==> src/hdl/scba_pkg.sv <==
package scba_pkg;

   // Fixed widths of the request and response fields.
   localparam int ACTION_W  = 1;
   localparam int SIZE_W    = 16;
   localparam int ALIGN_W   = 8;
   localparam int OFFSET_W  = 18;

   // Blocks are tracked per 16-byte granule; class zero holds 16-byte blocks.
   localparam int GRANULE_SHIFT = 4;
   localparam int MIN_BLOCK     = 16;
   localparam logic [ALIGN_W-1:0] MAX_ALIGN = 8'd16;

   // Request action codes.
   localparam logic [ACTION_W-1:0] ACT_ALLOC = 1'b0;
   localparam logic [ACTION_W-1:0] ACT_FREE  = 1'b1;

   // Sequencer states.
   typedef enum logic [2:0] {
      ST_IDLE,
      ST_SCAN,
      ST_DISPATCH,
      ST_BUMP_CMP,
      ST_POP,
      ST_DONE
   } state_type;

   // Operations of the shared add/subtract unit.
   typedef enum logic {
      ALU_ADD,
      ALU_SUB
   } alu_op_type;

endpackage

==> src/hdl/scba_alu.sv <==
// Shared add/subtract unit. The top bit of a subtraction is the borrow,
// so a clear top bit means operand a is at least operand b.
module scba_alu #(
   parameter int AW = 20
) (
   input  scba_pkg::alu_op_type op,
   input  logic [AW-1:0]        a,
   input  logic [AW-1:0]        b,
   output logic [AW:0]          y
);

   always_comb begin
      unique case (op)
         scba_pkg::ALU_ADD: y = {1'b0, a} + {1'b0, b};
         scba_pkg::ALU_SUB: y = {1'b0, a} - {1'b0, b};
         default:           y = {1'b0, a} - {1'b0, b};
      endcase
   end

endmodule

==> config.mk <==
export PLATFORM = sky130hd
export DESIGN_NAME = scba_alu
export DESIGN_NICKNAME = d
export VERILOG_FILES = /design/src/hdl/scba_pkg.sv /design/src/hdl/scba_alu.sv
export SDC_FILE = /design/constraint.sdc
export NUM_CORES = 1
export LEC_CHECK = 0
export BUFFER_PORTS_ARGS = -buffer_cell sky130_fd_sc_hd__buf_4
export CORE_MARGIN = 5
export CORE_UTILIZATION = 30
export DETAILED_ROUTE_END_ITERATION = 12
export PLACE_DENSITY = 0.63
export SYNTH_ARGS = -nofsm -noshare
export SYNTH_HDL_FRONTEND = slang
export SYNTH_SLANG_ARGS = --single-unit
==> constraint.sdc <==
create_clock -name vclk -period 4.4
set_clock_uncertainty 0.2 [all_clocks]
set_input_delay 0.22 -clock vclk [all_inputs]
set_output_delay 0.22 -clock vclk [all_outputs]
set_load 0.01 [all_outputs]
# Word-level counts from Yosys, hierarchy flattened
# Cells that the tools add are included.
# classes
n_addsub,2
muxes,1
bitwise,1
# op_table
op,count
21-bit one-hot mux with 2 select lines,1
20-bit by 20-bit adder with 21-bit output,1
20-bit by 20-bit subtractor with 21-bit output,1
1-bit NOT,1
# word_totals
ff_bits,0
in_bits,41
word_cells,4

# Depth between registers and ports, before layout
# Gate-level depths: netlist of the first run.
# logic_depth
ltp_word,2
depth_mapped,15
depth_no_buf,14

# Worst setup path before layout of the first run
# Ideal clock, no wire load.
# synth_timing
kind,input port to output port
start,input port b[6]
end,output port y[20]
t_arrival_ns,3.042
t_required_ns,3.980
path_slack_ns,0.938
cell_stages,13
path_buffers,1
path_cell_list,or3_1 > nor4b_1 > a21o_1 > o21ai_0 > xnor2_1 > ha_1 > buf_6 > a21o_1 > a21oi_2 > nor2b_1 > or4_4 > a31oi_4 > xor2_1
# synth_between
elab_chain_cells,2
word_cells_on_any_way,3
# synth_lines
element,line_no,source
"start, declared",scba_alu.sv:8,"input logic [AW-1:0] b,"
20-bit by 20-bit subtractor with 21-bit output or 20-bit by 20-bit adder with 21-bit output (tied branches),--,
21-bit one-hot mux with 2 select lines (*),scba_alu.sv:13,unique case (op)
"end, declared",scba_alu.sv:9,output logic [AW:0] y
# Mark *: on every way between the ends. The rest lies on a longest branch, timed or not.

# Worst setup path after layout of the first run
# layout_timing
start,input port b[4]
end,output port y[20]
# Same word-level chain as after synthesis.

==> results of run 1 <==
==> report_power, final <==
group	switching [uW]	internal, uW	leakage [uW]
combinational	233	217	0.000907
clock	0	0	0
sequential	0	0	0
total	233	217	0.000907
==> critical path, stage by stage <==
cell and delay [ns]:
sky130_fd_sc_hd__buf_4 0.12, sky130_fd_sc_hd__nor3_1 0.24, sky130_fd_sc_hd__and3_1 0.26, sky130_fd_sc_hd__nor4b_1 0.39
sky130_fd_sc_hd__a21o_1 0.22, sky130_fd_sc_hd__o21ai_0 0.11, sky130_fd_sc_hd__xnor2_1 0.14, sky130_fd_sc_hd__ha_1 0.38
sky130_fd_sc_hd__and3_2 0.24, sky130_fd_sc_hd__nand3_1 0.14, sky130_fd_sc_hd__nor3_1 0.08, sky130_fd_sc_hd__or4_4 0.44
sky130_fd_sc_hd__a31oi_4 0.17, sky130_fd_sc_hd__xor2_1 0.15, sky130_fd_sc_hd__buf_4 0.14
==> logic make-up after synthesis <==
family	Yosys count	synth area share
adders and majority gates	22	0.189
xor gates and xnor gates	35	0.205
muxes	1	0.00668
and+or+nand+nor	80	0.267
AOI/OAI and AO/OA	62	0.274
buffers and inverters	19	0.0585
==> cell type report <==
cell class / instances / area [um2] / area share
inverter: 10 / 37.5 / 0.0188
multi-input combinational: 200 / 1410 / 0.706
tap: 67 / 83.8 / 0.0420
timing repair buffer: 62 / 465 / 0.233
==> metal layers <==
layer | GRT usage | vias up | part of all wire
met5 | 0 | - | 0
met4 | 0 | 0 | 0
met3 | 0.00224 | 0 | 0.039
met2 | 0.222 | 38 | 0.47
met1 | 0.190 | 753 | 0.49
li1 | - | 901 | -
==> cell usage in the layout, fill, tap and decap left out, drive strengths merged, types with 2 or more instances in the layout <==
cell type and n:
o211ai 2, a21oi 22, a21o 6, nor3 10, o21a 3, xor2 8, and3 2, nor2 26
ha 21, a211oi 2, inv 10, a31oi 5, nor4 4, or4 2, nand3 7, o21ai 10
nand4 2, nor3b 2, nand2 17, buf 62, nor2b 2, xnor2 27, o21bai 4
==> Yosys cell counts (all sizes together), types with 4 or more instances <==
master  count
clkbuf      7
xor2        8
inv        10
ha         21
o21ai      10
a31oi       5
a21o        6
nor4        4
o21bai      4
a21oi      22
nand2      17
xnor2      27
nand3       7
nor2       26
nor3       10
==> how the worst min path moves through the flow <==
stage,from,to,slack (ns),cells after the start
after global placement,b[0],y[0],0.61,4
after floorplan,b[0],y[0],0.39,2
after detailed placement,b[0],y[0],0.61,4
after CTS,b[0],y[0],0.61,4
after global routing,a[1],y[1],0.62,3
final,b[0],y[0],0.60,4
==> stage by stage <==
| step | area [um2] | util | cells | hold WS, ns | total power [uW] |
|---|---|---|---|---|---|
| floorplan | 1500 | - | 219 | 0.388 | 279 |
| global placement | 2000 | 0.417 | 339 | 0.611 | 452 |
| detailed placement | 2000 | 0.417 | 339 | 0.608 | 451 |
| CTS | 2000 | 0.417 | 339 | 0.608 | 453 |
| global route | 2000 | 0.417 | 339 | 0.625 | 492 |
| finish | 2000 | 0.417 | 339 | 0.601 | 450 |
==> run_summary.xml, run 1 <==
<?xml version="1.0" encoding="UTF-8"?>
<metrics>
  <group name="run_status">
    <metric name="run_status" unit="">complete, no violations</metric>
  </group>
  <group name="timing">
    <metric name="period_needed" unit="ns">3.87</metric>
    <metric name="timing.final.crit_share" unit="">0.879</metric>
    <metric name="worst_slack" unit="ns">0.534</metric>
    <metric name="worst_slew_pin_slew" unit="ns">0.427</metric>
    <metric name="rsz0062_at_grt" unit="">no</metric>
    <metric name="sum_of_negative_setup_slack" unit="ns">0</metric>
    <metric name="slew_violations" unit="">0</metric>
    <metric name="timing.slew.headroom" unit="">0.711</metric>
    <metric name="setup-violations-final" unit="">0</metric>
    <metric name="clock.fmax" unit="GHz">0.259</metric>
    <metric name="total_count_of_hold_check_failures_in_the_final_report" unit="">0</metric>
  </group>
  <group name="cells_and_area">
    <metric name="n_fill_cell" unit="">527</metric>
    <metric name="nNetsFinal" unit="">337</metric>
    <metric name="seq_cells" unit="">0</metric>
    <metric name="register_area" unit="um2">0</metric>
    <metric name="area_growth_syn_to_layout" unit="%">33.3</metric>
    <metric name="clock_buffers" unit="">0</metric>
    <metric name="insertedDiodeCount" unit="">0</metric>
    <metric name="drive_gt1_frac" unit="">0.257</metric>
  </group>
  <group name="clock_tree">
    <metric name="cts_hold_buffers" unit="">0</metric>
    <metric name="postCtsSetupRepairBufs" unit="">0</metric>
    <metric name="cts-resized-gates" unit="">0</metric>
  </group>
  <group name="critical_path">
    <metric name="timing.critical_path.arrival" unit="ns">3.45</metric>
    <metric name="startpoint" unit="">b[4]</metric>
    <metric name="cp.required" unit="ns">3.98</metric>
    <metric name="critPathCapture" unit="">y[20]</metric>
    <metric name="startpoint_class_of_the_critical_path" unit="">input pin</metric>
    <metric name="timing.critical_path.fanout_max" unit="">7</metric>
    <metric name="path_class" unit="">input pin to output port</metric>
    <metric name="setup.worst_path.end_class" unit="">output port</metric>
  </group>
  <group name="route">
    <metric name="drtIter0Drc" unit="">121</metric>
    <metric name="detail_route.drc_violations" unit="">0</metric>
    <metric name="ant_nets" unit="">0</metric>
    <metric name="num_vias" unit="">1692</metric>
    <metric name="totalWireLength" unit="um">4320</metric>
    <metric name="post_drt_via_cell_ratio" unit="">4.99</metric>
    <metric name="routedWlPerCell" unit="um">12.7</metric>
    <metric name="drtPass1Iterations" unit="">4</metric>
  </group>
  <group name="logic_synthesis">
    <metric name="yosys.area.top_type" unit="">sky130_fd_sc_hd__ha_1</metric>
    <metric name="synth_instances" unit="">219</metric>
    <metric name="synth-seq-area-share" unit="">0</metric>
    <metric name="synth_area" unit="um2">1500</metric>
    <metric name="mappedNetlistNets" unit="">282</metric>
    <metric name="synthesis.area_per_instance" unit="um2">6.84</metric>
    <metric name="synth.area.top_cells" unit="">sky130_fd_sc_hd__ha_1 18%, sky130_fd_sc_hd__xnor2_1 16%, sky130_fd_sc_hd__a21oi_1 7.0%, sky130_fd_sc_hd__nor2_1 6.5%, sky130_fd_sc_hd__xor2_1 4.7%</metric>
    <metric name="synthesis.yosys.warnings" unit="">0</metric>
    <metric name="synthDistinctLibCells" unit="">49</metric>
    <metric name="synthDominantCellAreaShare" unit="">0.175</metric>
  </group>
  <group name="global_route">
    <metric name="global_route.overflow_total" unit="">0</metric>
    <metric name="first_global_vias" unit="">1597</metric>
    <metric name="grt_first_pass_wirelength" unit="um">7060</metric>
    <metric name="groute.usage.overall" unit="">0.129</metric>
    <metric name="grt_max_degree" unit="">21</metric>
    <metric name="number_of_antenna_violations_at_the_first_check_in_global_routing" unit="">0</metric>
  </group>
  <group name="die">
    <metric name="initial_core_util" unit="">0.313</metric>
    <metric name="rows" unit="">25</metric>
    <metric name="core_region_area" unit="um2">4790</metric>
    <metric name="die-area" unit="um2">6510</metric>
    <metric name="die_height" unit="um">80.7</metric>
    <metric name="io-pin-count" unit="">62</metric>
    <metric name="chipWidth" unit="um">80.7</metric>
  </group>
  <group name="power">
    <metric name="power_density" unit="nW/um2">225</metric>
    <metric name="cellLeakagePower" unit="uW">0.000907</metric>
    <metric name="worst_vdd_ir" unit="uV">75.9</metric>
  </group>
  <group name="worst_hold_path">
    <metric name="min-delay-path-class" unit="">input pin to output port</metric>
  </group>
  <group name="placed_design">
    <metric name="place.port_buffers" unit="">62</metric>
    <metric name="worst_case_setup_slack_after_placement" unit="ns">0.531</metric>
    <metric name="final_gp_congestion" unit="">0.886</metric>
    <metric name="place_hpwl" unit="um">3810</metric>
  </group>
  <group name="job">
    <metric name="max_cap_violations" unit="">0</metric>
  </group>
</metrics>
Power figures use the tool's default switching activity.
==> run 2, diff against run 1 <==
--- a/config.mk
+++ b/config.mk
@@ -5,11 +5,12 @@
 export SDC_FILE = /design/constraint.sdc
 export NUM_CORES = 1
 export LEC_CHECK = 0
+export ABC_AREA = 1
 export BUFFER_PORTS_ARGS = -buffer_cell sky130_fd_sc_hd__buf_4
 export CORE_MARGIN = 5
 export CORE_UTILIZATION = 30
 export DETAILED_ROUTE_END_ITERATION = 12
-export PLACE_DENSITY = 0.63
+export PLACE_DENSITY = 0.61
 export SYNTH_ARGS = -nofsm -noshare
 export SYNTH_HDL_FRONTEND = slang
 export SYNTH_SLANG_ARGS = --single-unit
==> run_summary.xml, run 2 <==
<?xml version="1.0" encoding="UTF-8"?>
<metrics>
  <group name="run_status">
    <metric name="run_status" unit="">complete, no violations</metric>
  </group>
  <group name="route">
    <metric name="totalWireLength" unit="um">5830</metric>
    <metric name="ant_nets" unit="">0</metric>
    <metric name="post_drt_via_cell_ratio" unit="">4.52</metric>
    <metric name="drtPass1Iterations" unit="">4</metric>
    <metric name="drtIter0Drc" unit="">73</metric>
    <metric name="routedWlPerCell" unit="um">11.2</metric>
    <metric name="num_vias" unit="">2348</metric>
    <metric name="detail_route.drc_violations" unit="">0</metric>
  </group>
  <group name="placed_design">
    <metric name="final_gp_congestion" unit="">0.898</metric>
    <metric name="place_hpwl" unit="um">5330</metric>
    <metric name="place.port_buffers" unit="">62</metric>
    <metric name="dp_cells" unit="">519</metric>
    <metric name="dpl_cell_area" unit="um2">2470</metric>
  </group>
  <group name="cells_and_area">
    <metric name="design_area" unit="um2">2470</metric>
    <metric name="layout.cells.most_common" unit="">sky130_fd_sc_hd__nand2_1</metric>
    <metric name="seq_cells" unit="">0</metric>
    <metric name="area_growth_syn_to_layout" unit="%">28.8</metric>
    <metric name="insertedDiodeCount" unit="">0</metric>
    <metric name="clock_buffers" unit="">0</metric>
    <metric name="register_area" unit="um2">0</metric>
    <metric name="final_cell_count_no_fill" unit="">519</metric>
    <metric name="most_frequent_cells_in_the_layout" unit="">138 x sky130_fd_sc_hd__nand2_1, 64 x sky130_fd_sc_hd__inv_1, 62 x sky130_fd_sc_hd__buf_4, 49 x sky130_fd_sc_hd__nor2_1, 32 x sky130_fd_sc_hd__nand3_1</metric>
    <metric name="drive_gt1_frac" unit="">0.176</metric>
    <metric name="nNetsFinal" unit="">507</metric>
  </group>
  <group name="timing">
    <metric name="slew_violations" unit="">0</metric>
    <metric name="rsz0062_at_grt" unit="">no</metric>
    <metric name="total_count_of_hold_check_failures_in_the_final_report" unit="">0</metric>
    <metric name="worst_slew_pin_slew" unit="ns">0.492</metric>
    <metric name="timing.slew.headroom" unit="">0.668</metric>
    <metric name="timing.final.crit_share" unit="">0.683</metric>
    <metric name="clock.fmax" unit="GHz">0.333</metric>
    <metric name="period_needed" unit="ns">3.01</metric>
    <metric name="setup-violations-final" unit="">0</metric>
    <metric name="sum_of_negative_setup_slack" unit="ns">0</metric>
  </group>
  <group name="critical_path">
    <metric name="timing.critical_path.fanout_max" unit="">6</metric>
    <metric name="path_class" unit="">input pin to output port</metric>
    <metric name="cp.required" unit="ns">3.98</metric>
    <metric name="startpoint_class_of_the_critical_path" unit="">input pin</metric>
    <metric name="timing.critical_path.arrival" unit="ns">2.59</metric>
    <metric name="setup.worst_path.end_class" unit="">output port</metric>
  </group>
  <group name="clock_tree">
    <metric name="postCtsSetupRepairBufs" unit="">0</metric>
    <metric name="cts-resized-gates" unit="">0</metric>
    <metric name="cts_hold_buffers" unit="">0</metric>
  </group>
  <group name="logic_synthesis">
    <metric name="synth-seq-area-share" unit="">0</metric>
    <metric name="synth.area.top_cells" unit="">sky130_fd_sc_hd__nand2_1 27%, sky130_fd_sc_hd__ha_1 14%, sky130_fd_sc_hd__inv_1 13%, sky130_fd_sc_hd__nor2_1 9.6%, sky130_fd_sc_hd__xor2_1 9.1%</metric>
    <metric name="synth_most_common_cell" unit="">sky130_fd_sc_hd__nand2_1</metric>
    <metric name="synth_instances" unit="">382</metric>
    <metric name="yosys.area.top_type" unit="">sky130_fd_sc_hd__nand2_1</metric>
    <metric name="synthDominantCellAreaShare" unit="">0.270</metric>
    <metric name="synthesis.yosys.warnings" unit="">0</metric>
    <metric name="synthesis.area_per_instance" unit="um2">5.03</metric>
    <metric name="ys_top_cells_by_count" unit="">138 x sky130_fd_sc_hd__nand2_1, 64 x sky130_fd_sc_hd__inv_1, 49 x sky130_fd_sc_hd__nor2_1</metric>
    <metric name="mappedNetlistNets" unit="">445</metric>
    <metric name="synth_area" unit="um2">1920</metric>
    <metric name="synthDistinctLibCells" unit="">25</metric>
  </group>
  <group name="power">
    <metric name="p_comb_frac" unit="">1.000</metric>
    <metric name="power_switching" unit="uW">254</metric>
    <metric name="power_density" unit="nW/um2">182</metric>
    <metric name="worst_vdd_ir" unit="uV">77.1</metric>
    <metric name="p_seq_frac" unit="">0</metric>
    <metric name="cellLeakagePower" unit="uW">0.00146</metric>
    <metric name="clock_power_share" unit="">0</metric>
    <metric name="internal-power" unit="uW">196</metric>
    <metric name="power.switching_fraction" unit="">0.565</metric>
  </group>
  <group name="global_route">
    <metric name="grt_max_degree" unit="">15</metric>
    <metric name="number_of_antenna_violations_at_the_first_check_in_global_routing" unit="">0</metric>
    <metric name="first_global_vias" unit="">2317</metric>
    <metric name="grt_first_pass_wirelength" unit="um">10000</metric>
    <metric name="groute.usage.overall" unit="">0.140</metric>
    <metric name="global_route.overflow_total" unit="">0</metric>
  </group>
  <group name="worst_hold_path">
    <metric name="hold_depth" unit="">4</metric>
    <metric name="hold_path.startpoint" unit="">b[0]</metric>
    <metric name="min-delay-path-class" unit="">input pin to output port</metric>
    <metric name="whs_endpoint" unit="">y[0]</metric>
  </group>
  <group name="die">
    <metric name="chipWidth" unit="um">90.0</metric>
    <metric name="io-pin-count" unit="">62</metric>
    <metric name="rows" unit="">29</metric>
    <metric name="die-area" unit="um2">8100</metric>
    <metric name="die_height" unit="um">90.0</metric>
    <metric name="core_region_area" unit="um2">6280</metric>
    <metric name="initial_core_util" unit="">0.306</metric>
  </group>
  <group name="job">
    <metric name="max_cap_violations" unit="">0</metric>
  </group>
</metrics>
[run 2: cell count changes in the layout (fill, tap and decap cells not counted), moves of 12 or more]
cell | previous run | this run
sky130_fd_sc_hd__nand2_1 | 17 | 138
sky130_fd_sc_hd__xnor2_1 | 27 | 5
sky130_fd_sc_hd__nor2_1 | 26 | 49
sky130_fd_sc_hd__inv_1 | 10 | 64
sky130_fd_sc_hd__nand3_1 | 6 | 32
sky130_fd_sc_hd__xor2_1 | 8 | 20
[run 2: stage by stage]
step,worst slack [ns],total power [uW],hold WS (ns),utilization
final,1.39,450,0.613,0.394
after global routing,1.03,508,0.635,0.394
after CTS,1.38,454,0.616,0.394
after detailed placement,1.38,453,0.616,0.394
after global placement,1.43,452,0.612,0.394
after floorplan,1.85,279,0.388,-
[run 2: critical path, stage by stage]
cell and delay [ns]:
sky130_fd_sc_hd__buf_4 0.12, sky130_fd_sc_hd__inv_1 0.11, sky130_fd_sc_hd__nand3_2 0.12, sky130_fd_sc_hd__inv_2 0.10
sky130_fd_sc_hd__nand2_1 0.05, sky130_fd_sc_hd__nand2_1 0.09, sky130_fd_sc_hd__nand2_1 0.10, sky130_fd_sc_hd__nor2_1 0.14
sky130_fd_sc_hd__xor2_1 0.23, sky130_fd_sc_hd__ha_1 0.35, sky130_fd_sc_hd__a21oi_1 0.22, sky130_fd_sc_hd__and2_1 0.20
sky130_fd_sc_hd__nand3_1 0.14, sky130_fd_sc_hd__xor2_1 0.24, sky130_fd_sc_hd__buf_4 0.17
[run 2: power groups by stage]
stage / registers [uW] / logic, uW / clock network (uW)
finish: 0 / 450 / 0
global route: 0 / 508 / 0
CTS: 0 / 454 / 0
detailed placement: 0 / 453 / 0
global placement: 0 / 452 / 0
floorplan: 0 / 279 / 0
[run 2: per-layer routing]
layer / part of all wire / routed length, um / vias to the layer above / global-route usage
met5: 0 / 0 / - / 0
met4: 0.010 / 60 / 0 / 0.0124
met3: 0.031 / 179 / 4 / 0.00918
met2: 0.46 / 2710 / 49 / 0.251
met1: 0.49 / 2880 / 995 / 0.191
li1: - / - / 1300 / -
[run 2: cells by family after synthesis]
kind of cell / count (synthesis) / share of synthesized area
AND/OR/NAND/NOR: 244 / 0.539
buffers and inverters: 68 / 0.134
XOR/XNOR: 25 / 0.114
AO/OA/AOI/OAI: 23 / 0.0664
adder cells (fa/ha/maj): 22 / 0.147
[run 2: worst max path at each step]
stage	startpoint	end	depth (start not counted)	slack [ns]
global route	b[1]	y[20]	19	1.03
global placement	b[1]	y[19]	19	1.43
CTS	b[1]	y[19]	19	1.38
finish	b[2]	y[12]	15	1.39
floorplan	b[1]	y[20]	17	1.85
detailed placement	b[1]	y[19]	19	1.38
[run 2: area by class of cell]
type	instances	area, um2
Tap cell	77	96.3
Timing Repair Buffer	62	465
Multi-Input combinational cell	314	1660
Inverter	66	248
Fill cell	760	3800
